--- src/rtl/core/ptq_pkg.sv ---
// ----------------------------------------------------------------------------
// Periodic timer queue package
// Shared types and constants for the sorted periodic timer queue.
// ----------------------------------------------------------------------------
`default_nettype none

package ptq_pkg;

    localparam int unsigned TimerSlotsDefault = 16;
    localparam int unsigned MaxResults = 16;

    typedef enum logic [1:0] {
        ACT_ADD      = 2'd0,
        ACT_DEL      = 2'd1,
        ACT_DEL_CLI  = 2'd2,
        ACT_TICK     = 2'd3
    } t_action;

    typedef struct packed {
        logic [1:0]  action;
        logic [7:0]  client_id;
        logic [15:0] event_id;
        logic [15:0] interval;
    } t_in_item;

    typedef struct packed {
        logic        fired;
        logic [7:0]  fired_client;
        logic [15:0] fired_event;
        logic        status;
        logic        last;
    } t_out_item;

    typedef struct packed {
        logic        valid;
        logic [31:0] due;
        logic [15:0] period;
        logic [7:0]  client;
        logic [15:0] event_id;
    } t_entry;

    // Command broadcast to every cell of the row.
    typedef enum logic [1:0] {
        CMD_HOLD   = 2'd0,
        CMD_INSERT = 2'd1,
        CMD_SCRUB  = 2'd2,
        CMD_POP    = 2'd3
    } t_cell_cmd;

    typedef struct packed {
        t_cell_cmd   cmd;
        t_entry      ins;
        logic [7:0]  client;
        logic [15:0] event_id;
        logic        match_all;
    } t_cell_ctl;

    typedef enum logic [2:0] {
        ST_IDLE,
        ST_SCRUB,
        ST_CHECK,
        ST_FIRE,
        ST_OUT
    } t_state;

    function automatic logic not_before(input logic [31:0] a, input logic [31:0] b);
        logic [31:0] d;
        d = a - b;
        return ~d[31];
    endfunction

endpackage

`default_nettype wire

--- src/rtl/core/ptq_cell.sv ---
// ----------------------------------------------------------------------------
// Periodic timer queue cell
// One slot of the sorted row; takes from its left or right neighbor.
// ----------------------------------------------------------------------------
`default_nettype none

module ptq_cell
    import ptq_pkg::*;
(
    input  wire         i_clk,
    input  wire         i_rst_n,
    input  wire t_cell_ctl i_ctl,
    input  wire t_entry i_left,
    input  wire t_entry i_right,
    input  wire         i_left_kill,
    output t_entry      o_entry,
    output logic        o_kill
);

    t_entry r_e;
    t_entry n_e;
    logic   w_ins_here;
    logic   w_left_before;

    // Insert goes after every entry whose due is not after the new one.
    assign w_left_before = i_left.valid && not_before(i_ctl.ins.due, i_left.due);
    assign w_ins_here = !(r_e.valid && not_before(i_ctl.ins.due, r_e.due));
    assign o_kill = r_e.valid && (r_e.client == i_ctl.client)
                    && (i_ctl.match_all || (r_e.event_id == i_ctl.event_id));
    assign o_entry = r_e;

    always_comb begin
        n_e = r_e;
        case (i_ctl.cmd)
            CMD_INSERT: begin
                if (w_ins_here) begin
                    if (w_left_before) begin
                        n_e = i_ctl.ins;
                    end else begin
                        n_e = i_left;
                    end
                end
            end
            CMD_SCRUB: begin
                if (i_left_kill || o_kill) begin
                    n_e = i_right;
                end
            end
            CMD_POP: begin
                n_e = i_right;
            end
            default: begin
            end
        endcase
    end

    always_ff @(posedge i_clk) begin
        if (!i_rst_n) begin
            r_e <= '0;
        end else begin
            r_e <= n_e;
        end
    end

endmodule

`default_nettype wire

--- src/rtl/core/periodic_timer_queue.sv ---
// Sequence per input item: an add goes straight to the result; a delete scrubs the
// row until no slot matches; a tick pops and reinserts each fired timer in turn.
// One item at a time: the next is accepted only once the block is idle and its last
// result has been taken.
// The row of cells inserts or removes one entry per cycle.
// Reset (synchronous, active low) clears the tick counter and all slots.
// ----------------------------------------------------------------------------
// Periodic timer queue
// Row of slot cells kept sorted by due time, with a small sequencer on top.
// ----------------------------------------------------------------------------
`default_nettype none

module periodic_timer_queue
    import ptq_pkg::*;
#(
    parameter int unsigned TIMER_SLOTS = TimerSlotsDefault
)(
    input  wire       i_clk,
    input  wire       i_rst_n,
    input  wire       i_valid,
    output logic      o_ready,
    input  wire t_in_item i_item,
    output logic      o_valid,
    input  wire       i_ready,
    output t_out_item o_item
);

    localparam int unsigned CntW = $clog2(MaxResults + 1);

    t_state     r_state, n_state;
    t_in_item   r_cmd, n_cmd;
    logic [31:0] r_now, n_now;
    logic [CntW-1:0] r_cnt, n_cnt;
    t_out_item  r_out, n_out;
    logic       r_ov, n_ov;
    t_cell_ctl  w_ctl;
    t_entry     w_ent [TIMER_SLOTS];
    t_entry     w_left [TIMER_SLOTS];
    t_entry     w_right [TIMER_SLOTS];
    logic [TIMER_SLOTS-1:0] w_kill;
    logic [TIMER_SLOTS-1:0] w_lkill;
    logic [15:0] w_per;

    for (genvar g = 0; g < TIMER_SLOTS; g++) begin : g_row
        if (g == 0) begin : g_l0
            assign w_left[g]  = w_ctl.ins;
            assign w_lkill[g] = 1'b0;
        end else begin : g_ln
            assign w_left[g]  = w_ent[g-1];
            assign w_lkill[g] = w_lkill[g-1] | w_kill[g-1];
        end
        if (g == TIMER_SLOTS - 1) begin : g_rl
            assign w_right[g] = '0;
        end else begin : g_rn
            assign w_right[g] = w_ent[g+1];
        end
        ptq_cell u_cell (
            .i_clk      (i_clk),
            .i_rst_n    (i_rst_n),
            .i_ctl      (w_ctl),
            .i_left     (w_left[g]),
            .i_right    (w_right[g]),
            .i_left_kill(w_lkill[g]),
            .o_entry    (w_ent[g]),
            .o_kill     (w_kill[g])
        );
    end

    assign o_ready = (r_state == ST_IDLE) && !r_ov;
    assign o_valid = r_ov;
    assign o_item  = r_out;

    always_ff @(posedge i_clk) begin
        if (!i_rst_n) begin
            r_state <= ST_IDLE;
            r_now   <= '0;
            r_ov    <= 1'b0;
            r_cnt   <= '0;
        end else begin
            r_state <= n_state;
            r_now   <= n_now;
            r_ov    <= n_ov;
            r_cnt   <= n_cnt;
        end
        r_cmd <= n_cmd;
        r_out <= n_out;
    end

    always_comb begin
        n_state = r_state;
        n_cmd   = r_cmd;
        n_now   = r_now;
        n_cnt   = r_cnt;
        n_out   = r_out;
        n_ov    = r_ov && !i_ready;
        w_ctl   = '0;
        w_ctl.client    = r_cmd.client_id;
        w_ctl.event_id  = r_cmd.event_id;
        w_ctl.match_all = (r_cmd.action == ACT_DEL_CLI);
        w_per = (r_cmd.interval == '0) ? 16'd1 : r_cmd.interval;
        w_ctl.ins.valid    = 1'b1;
        w_ctl.ins.due      = r_now + {16'd0, w_per};
        w_ctl.ins.period   = w_per;
        w_ctl.ins.client   = r_cmd.client_id;
        w_ctl.ins.event_id = r_cmd.event_id;
        case (r_state)
            ST_IDLE: begin
                if (i_valid && o_ready) begin
                    n_cmd = i_item;
                    n_cnt = '0;
                    case (t_action'(i_item.action))
                        ACT_ADD:  n_state = ST_OUT;
                        ACT_TICK: begin
                            n_now   = r_now + 32'd1;
                            n_state = ST_CHECK;
                        end
                        default:  n_state = ST_SCRUB;
                    endcase
                end
            end
            ST_SCRUB: begin
                w_ctl.cmd = CMD_SCRUB;
                if (w_kill == '0) begin
                    n_state = ST_OUT;
                end
            end
            ST_CHECK: begin
                if (!r_ov || i_ready) begin
                    if (r_cnt < CntW'(MaxResults) && w_ent[0].valid
                        && not_before(r_now, w_ent[0].due)) begin
                        if (r_cnt != '0) begin
                            n_out = '{fired: 1'b1, fired_client: r_cmd.client_id,
                                      fired_event: r_cmd.event_id, status: 1'b0,
                                      last: 1'b0};
                            n_ov = 1'b1;
                        end
                        w_ctl.cmd = CMD_POP;
                        n_cmd.client_id = w_ent[0].client;
                        n_cmd.event_id  = w_ent[0].event_id;
                        n_cmd.interval  = w_ent[0].period;
                        n_state = ST_FIRE;
                    end else if (r_cnt == '0) begin
                        n_out = '{fired: 1'b0, fired_client: '0, fired_event: '0,
                                  status: 1'b0, last: 1'b1};
                        n_ov = 1'b1;
                        n_state = ST_IDLE;
                    end else begin
                        n_out = '{fired: 1'b1, fired_client: r_cmd.client_id,
                                  fired_event: r_cmd.event_id, status: 1'b0, last: 1'b1};
                        n_ov = 1'b1;
                        n_state = ST_IDLE;
                    end
                end
            end
            ST_FIRE: begin
                w_ctl.cmd = CMD_INSERT;
                n_cnt = r_cnt + CntW'(1);
                n_state = ST_CHECK;
            end
            ST_OUT: begin
                if (!r_ov) begin
                    if (r_cmd.action == ACT_ADD) begin
                        if (w_ent[TIMER_SLOTS-1].valid) begin
                            n_out = '{fired: 1'b0, fired_client: '0, fired_event: '0,
                                      status: 1'b1, last: 1'b1};
                        end else begin
                            w_ctl.cmd = CMD_INSERT;
                            n_out = '{fired: 1'b0, fired_client: '0, fired_event: '0,
                                      status: 1'b0, last: 1'b1};
                        end
                    end else begin
                        n_out = '{fired: 1'b0, fired_client: '0, fired_event: '0,
                                  status: 1'b0, last: 1'b1};
                    end
                    n_ov = 1'b1;
                    n_state = ST_IDLE;
                end
            end
            default: n_state = ST_IDLE;
        endcase
    end

endmodule

`default_nettype wire

--- config.mk ---
export PLATFORM = sky130hd
export DESIGN_NAME = periodic_timer_queue
export DESIGN_NICKNAME = d
export VERILOG_FILES = /design/src/rtl/core/ptq_pkg.sv /design/src/rtl/core/ptq_cell.sv /design/src/rtl/core/periodic_timer_queue.sv
export SDC_FILE = /design/constraint.sdc
export NUM_CORES = 2
export LEC_CHECK = 0
export ABC_AREA = 1
export BUFFER_PORTS_ARGS = -buffer_cell sky130_fd_sc_hd__buf_2
export CORE_ASPECT_RATIO = 0.8
export CORE_MARGIN = 4
export CORE_UTILIZATION = 30
export DETAILED_ROUTE_END_ITERATION = 8
export PLACE_DENSITY = 0.51
export SLEW_MARGIN = 0
export SYNTH_ARGS = -nofsm -noshare
export SYNTH_HDL_FRONTEND = slang
export SYNTH_SLANG_ARGS = --single-unit
export TNS_END_PERCENT = 10
--- constraint.sdc ---
create_clock -name i_clk -period 11.6 [get_ports i_clk]
set_clock_uncertainty 0.15 [all_clocks]
set_input_delay 1.16 -clock i_clk [delete_from_list [all_inputs] [get_ports i_clk]]
set_output_delay 1.16 -clock i_clk [all_outputs]
set_load 0.005 [all_outputs]
After elaboration in Yosys (flattened, before gate mapping):

Cells that the tools add are included.

* bits in registers: 1278
* latch bits: 0
* RAM bits: 0
* bits in read-only memories: 0
* input bits: 46
* output and inout bits: 29
* logic and storage cells: 440
* memories kept: 0

* $add $sub $neg: 20
* multiply operators: 0
* div/mod/pow operators: 0
* $lt $le $gt $ge: 1
* equality and inequality tests: 79
* shifts and indexed selects: 0
* multiplexer cells: 96
* bitwise gates (word level): 31
* reduce and logical (&&, ||, !) cells: 120

Operators with widths (count)
* $pmux 73 s3: 16
* $mux 73: 47
* $sub 32x32->32: 17
* $eq 16x16->1: 16
* $mux 27: 6
* $eq 8x8->1: 16
* $mux 40: 3
* $pmux 40 s2: 1
* $pmux 27 s2: 1
* $logic_and 1x1->1: 53
* $reduce_and 3->1: 17
* $ne 2x2->1 const B: 20
* $ne 2x1->1 const B: 17
* $add 32x1->32 const B: 1
* $add 32x16->32: 1
* $logic_not 16->1: 2
* $logic_or 1x1->1: 32
* $not 1->1: 17
* $mux 16: 1
* $pmux 3 s5: 1
* $or 1x1->1: 14
* $mux 3: 4
* $reduce_and 4->1: 3
* $pmux 5 s2: 1
* other kinds (22): 40

Depth between registers and ports, before layout:

* depth in word-level cells: 20
* mapped depth: 40
* gate-level depth less buffers: 36

Hierarchy:

A second synthesis with hierarchy kept.

* cells, all modules: 22778
* area total of the unflattened synthesis: 126944.2 um2

By module, submodules not included
* ptq_cell at g_row[0].u_cell ...: instances 14, cells an instance 1364, area each 7459.7 um2, sequential area each 1461.4 um2
* ptq_cell at g_row[13].u_cell: instances 1, cells an instance 1362, area each 7743.7 um2, sequential area each 1461.4 um2
* ptq_cell at g_row[9].u_cell: instances 1, cells an instance 1368, area each 7608.5 um2, sequential area each 1461.4 um2
* periodic_timer_queue: instances 1, cells an instance 952, area each 7156.9 um2, sequential area each 2892.8 um2

Least setup slack after synthesis:

Ideal clock, no wire load.

* path kind: reg-to-reg
* start point: reg r_cmd[1] in the netlist's numbering
* end point: reg g_row[13].u_cell.r_e (netlist bit g_row[13].u_cell.o_entry[41])
* library setup time: 0.112 ns
* arrival: 5.768 ns
* required time: 11.338 ns
* setup slack: 5.571 ns
* cell stages (with the launch flop): 38
* path buffers: 4
* period minus slack after synthesis: 6.029 ns
* path through: edfxtp_1 > inv_1 > nand2_1 > nor4_1 > a21oi_1 > inv_1 > clkbuf_1 > ha_1 > inv_1 > fa_1 > nor3_1 > or2_2 > nand2_1 > nand2_1 > nand3_1 > nand2_1 > nand2_1 > xnor2_1 > [2 not listed] > a21oi_1 > nor2_1 > a211oi_1 > nand2_1 > nand2_1 > nand2_1 > a21oi_1 > nand3_1 > nand2_1 > nand2_1 > o21ai_1 > inv_2 > nand2_1 > buf_6 > buf_6 > nand2_1 > nand2_1 > nor2_1

* longest elaborated chain between the ends: 9
* elaborated cells between the ends (all ways): 14
* classes of those cells: add/sub: 3; eq/ne: 1; mux: 4; bitwise: 2; reduce/logical: 4

RTL lines
* from (decl): RTL line periodic_timer_queue.sv:31 `t_in_item r_cmd, n_cmd;`
* from (signal assigned): RTL line periodic_timer_queue.sv:85 `r_cmd <= n_cmd;`
* $logic_not 16->1: RTL line periodic_timer_queue.sv:100 `w_per = (r_cmd.interval == '0) ? 16'd1 : r_cmd.interval;`
* $mux 16 *: RTL line periodic_timer_queue.sv:100
* $add 32x16->32 *: RTL line periodic_timer_queue.sv:102 `w_ctl.ins.due = r_now + {16'd0, w_per};`
* $sub 32x32->32: RTL line ptq_pkg.sv:68 `d = a - b;`
* $not 1->1: RTL line ptq_pkg.sv:69 `return ~d[31];`
* $logic_and 1x1->1: RTL line ptq_cell.sv:26 `assign w_left_before = i_left.valid && not_before(i_ctl.ins.due, i_left.due);`
* $mux 73: RTL line ptq_cell.sv:37 `if (w_left_before) begin`
* $mux 73: RTL line ptq_cell.sv:36 `if (w_ins_here) begin`
* $pmux 73 s3: RTL line ptq_cell.sv:34 `case (i_ctl.cmd)`
* to (signal assigned): RTL line ptq_cell.sv:61 `r_e <= n_e;`
* to (decl): RTL line ptq_cell.sv:20 `t_entry r_e;`

Mark *: on every way between the ends. The rest lies on a longest branch, timed or not. The select of a mux whose other input is x is not followed.
A chain may end at the register's enable or synchronous reset.

Worst setup path after layout:

* start point: reg r_cmd[14] in the netlist's numbering
* end point: reg g_row[13].u_cell.r_e (netlist bit g_row[13].u_cell.o_entry[2])

Same word-level chain as after synthesis.

==> flow_summary.yaml <==
sta:
  period_minus_slack_ps: 9480
  fin_crit_sh: 0.817
  hold_viol: 0
  timing.final.ws_setup_ps: 2120
  fmax_ghz: 0.105
  rsz0062_at_grt: "no"
  maxSlewHeadroom: 0.146
  tightest_slew_ps: 1280
  setup_tns_ps: 0
  setup_viol: 0
  drv_slew: 0
layout:
  fill_cells: 33600
  multi_input_area_um2: 55100
  syn_to_final_growth_pct: 8.75
  fin_nets: 14800
  final_area_um2: 98600
  layout-drive-gt1-share: 0.0516
  regArea_um2: 26300
synth:
  syn_area_um2: 90600
  synth_area_leader_cell: "dfxtp_1"
  yosys_warnings: 0
  syn_nets: 15400
  async_flop_share: 0
  syn_inst: 14800
  ys_top_cells_by_count: "nand2_1 (3265), nor2_1 (2837), o21ai_0 (1982)"
  seq_area_frac_synth: 0.290
  post-synth-top-count-cell: "nand2_1"
  synth_cell_type_count: 57
  ys_ff_latch: 1278
  avgSynthCellArea_um2: 6.12
  yosys-top-cells-area: "dfxtp_1 (27%), nand2_1 (14%), nor2_1 (12%), o21ai_0 (11%), ha_1 (7.3%)"
  synth_edf_count: 69
  yosys.area.top_type_share: 0.267
  synth_ff_type: "dfxtp_1"
global_routing:
  antenna_found_initial: 20
  grt_pass1_vias: 84500
  grt_pass1_wl_um: 546000
  grt.overflow.total: 0
  grt_max_degree: 202
  grt_usage: 0.223
clocking:
  cts_tree: "built"
  cts_max_level: 4
  cts.path.max_buffers: 4
  cts_num_sinks: 1278
  cts_hold_buf: 0
  ctsResizeCount: 0
  cts_made_buffers: 160
  cts_root_buffer: "clkbuf_16"
  postCtsSetupBuffers: 0
  clk_pin_slew_worst_paths_ps: 70
  insertion_delay_ps: 890
critical_path:
  cp-startpoint: "r_cmd[14]"
  r2r_setup_slack_ps: 2120
  critPathMaxStageDelay_ps: 720
  crit_path_end_kind: "register"
  regToRegEndpoint: "g_row[13].u_cell.o_entry[2]"
  r2r_start: "r_cmd[14]"
  crit_fanout: 22
  worstSetupPathType: "reg2reg"
  slowest_stage: "edfxtp_1"
  reg2reg_depth: 35
  crit_top_cell: "nand2_1"
  cp.required_ps: 12190
  crit_arrival_ps: 10070
  cp-endpoint: "g_row[13].u_cell.o_entry[2]"
  cp-start-kind: "register"
die:
  dieArea_um2: 311000
  core_area_um2: 301000
  die_h_um: 500
  placementRows: 180
  pin_count: 75
  die_w_um: 623
  initial_core_util: 0.301
route:
  firstDrtPassIters: 8
  post_drt_wl_per_cell_um: 19.8
  ant_nets: 0
  routed_wl_um: 362000
  route.vias.total: 93100
  viasPerCell: 5.08
  drtIter0Drc: 9720
  drc: 0
power:
  power_per_cell_area_nw_per_um2: 178
  power.leakage_nw: 45.2
  ir_worst_vdd_mv: 0.127
  p_sw_frac: 0.435
  p_int_mw: 9.91
  p_sw_mw: 7.63
  power_frac_comb: 0.401
  clkPwrFrac: 0.289
  seq_power_share: 0.310
placed_design:
  place_ws_ps: 2580
  port_buffers: 74
  place_area_um2: 93600
  place_hpwl_um: 239000
  place_congestion: 0.866
hold_path:
  hold_path.class: "reg2reg"
job:
  maxCapViolCount: 0
status:
  outcome: "finished clean"
## state kept, by name, indices dropped and copies added, names as in the netlist
signal,count
g_row.u_cell.o_entry,1168
o_item,27
o_valid,1
r_cmd,42
r_cnt,5
r_now,32
r_state,3
## placed cells by master, fill, tap and decap left out, types with 16 or more instances in the layout
cell type | Yosys | final
nor2_1 | 2837 | 2837
a211oi_1 | 192 | 190
nor3_1 | 150 | 149
dfxtp_1 | 1209 | 1207
nand3_1 | 439 | 437
ha_1 | 531 | 531
inv_1 | 1291 | 1287
nand4_1 | 126 | 126
o21ai_0 | 1982 | 1981
nand2_4 | 6 | 18
clkbuf_1 | 629 | 50
nand2_1 | 3265 | 3255
nor4_1 | 29 | 29
clkbuf_16 | 0 | 163
clkinv_1 | 8 | 17
clkinv_2 | 0 | 16
buf_2 | 297 | 73
buf_4 | 35 | 200
nand2_2 | 87 | 79
o21a_1 | 20 | 20
nor2_2 | 22 | 20
clkbuf_8 | 0 | 34
nor3_2 | 22 | 23
o21ai_1 | 70 | 69
xnor2_1 | 105 | 99
o211ai_1 | 135 | 135
xor2_1 | 91 | 76
edfxtp_1 | 69 | 69
a21oi_1 | 952 | 952
## per-stage QoR
stage | power [mW] | util | instances | hold WS (ps)
6_report | 17.5 | 0.328 | 18300 | 318
5_1_grt | 18.6 | 0.328 | 18300 | 339
4_1_cts | 17.5 | 0.328 | 18300 | 317
3_5_place_dp | 12.4 | 0.311 | 18000 | 308
3_3_place_gp | 12.4 | 0.311 | 18000 | 306
2_1_floorplan | 10.1 | - | 14800 | 293
## worst min-delay path by stage
stage,from,to,slack [ps],cells past startpoint
after floorplan,g_row[9].u_cell.o_entry[70],g_row[9].u_cell.o_entry[70],290,2
after detailed placement,g_row[10].u_cell.o_entry[70],g_row[10].u_cell.o_entry[70],310,2
after CTS,g_row[10].u_cell.o_entry[70],g_row[10].u_cell.o_entry[70],320,2
after global placement,g_row[15].u_cell.o_entry[64],g_row[15].u_cell.o_entry[64],310,2
final,g_row[10].u_cell.o_entry[70],g_row[10].u_cell.o_entry[70],320,2
after global routing,g_row[11].u_cell.o_entry[70],g_row[11].u_cell.o_entry[70],340,2
## layout make-up
class | count | share of cell area
Multi-Input combinational cell | 11200 | 0.559
Sequential cell | 1278 | 0.267
Tap cell | 4004 | 0.0508
Inverter | 1322 | 0.0507
Clock buffer | 247 | 0.0480
Timing Repair Buffer | 288 | 0.0219
Clock inverter | 29 | 0.00251
Antenna cell | 4 | 0.000102
## routing by layer
layer	GRT usage	vias to the layer above	share of wire
met5	0.00369	-	0.00066
met4	0.0431	14	0.018
met3	0.0373	350	0.085
met2	0.303	3120	0.38
met1	0.359	43100	0.52
li1	-	46600	-
## critical path: cells and delay by family (launching register included)
kind / cells / cell delay, ps
AO/OA/AOI/OAI: 4 / 780
buffers and inverters: 7 / 2290
flip-flops: 1 / 720
AND/OR/NAND/NOR: 21 / 4090
adder cells (fa/ha/maj): 3 / 1150
## power by group through the flow
stage,registers (mW),logic (mW),clock network [mW]
4_1_cts,5.43,6.92,5.17
3_3_place_gp,5.52,6.88,0
6_report,5.44,7.04,5.06
3_5_place_dp,5.52,6.88,0
5_1_grt,5.51,7.81,5.33
2_1_floorplan,5.42,4.65,0
## kinds of logic after synthesis
kind of cell             Yosys count  share of synthesized area
AO/OA/AOI/OAI                   3402                      0.199
AND/OR/NAND/NOR                 7024                      0.311
buffers and inverters           2381                      0.108
adder cells (fa/ha/maj)          532                     0.0735
flip-flops                      1278                      0.290
XOR/XNOR                         198                     0.0193
Note: power is estimated with default switching activity, not from simulation.
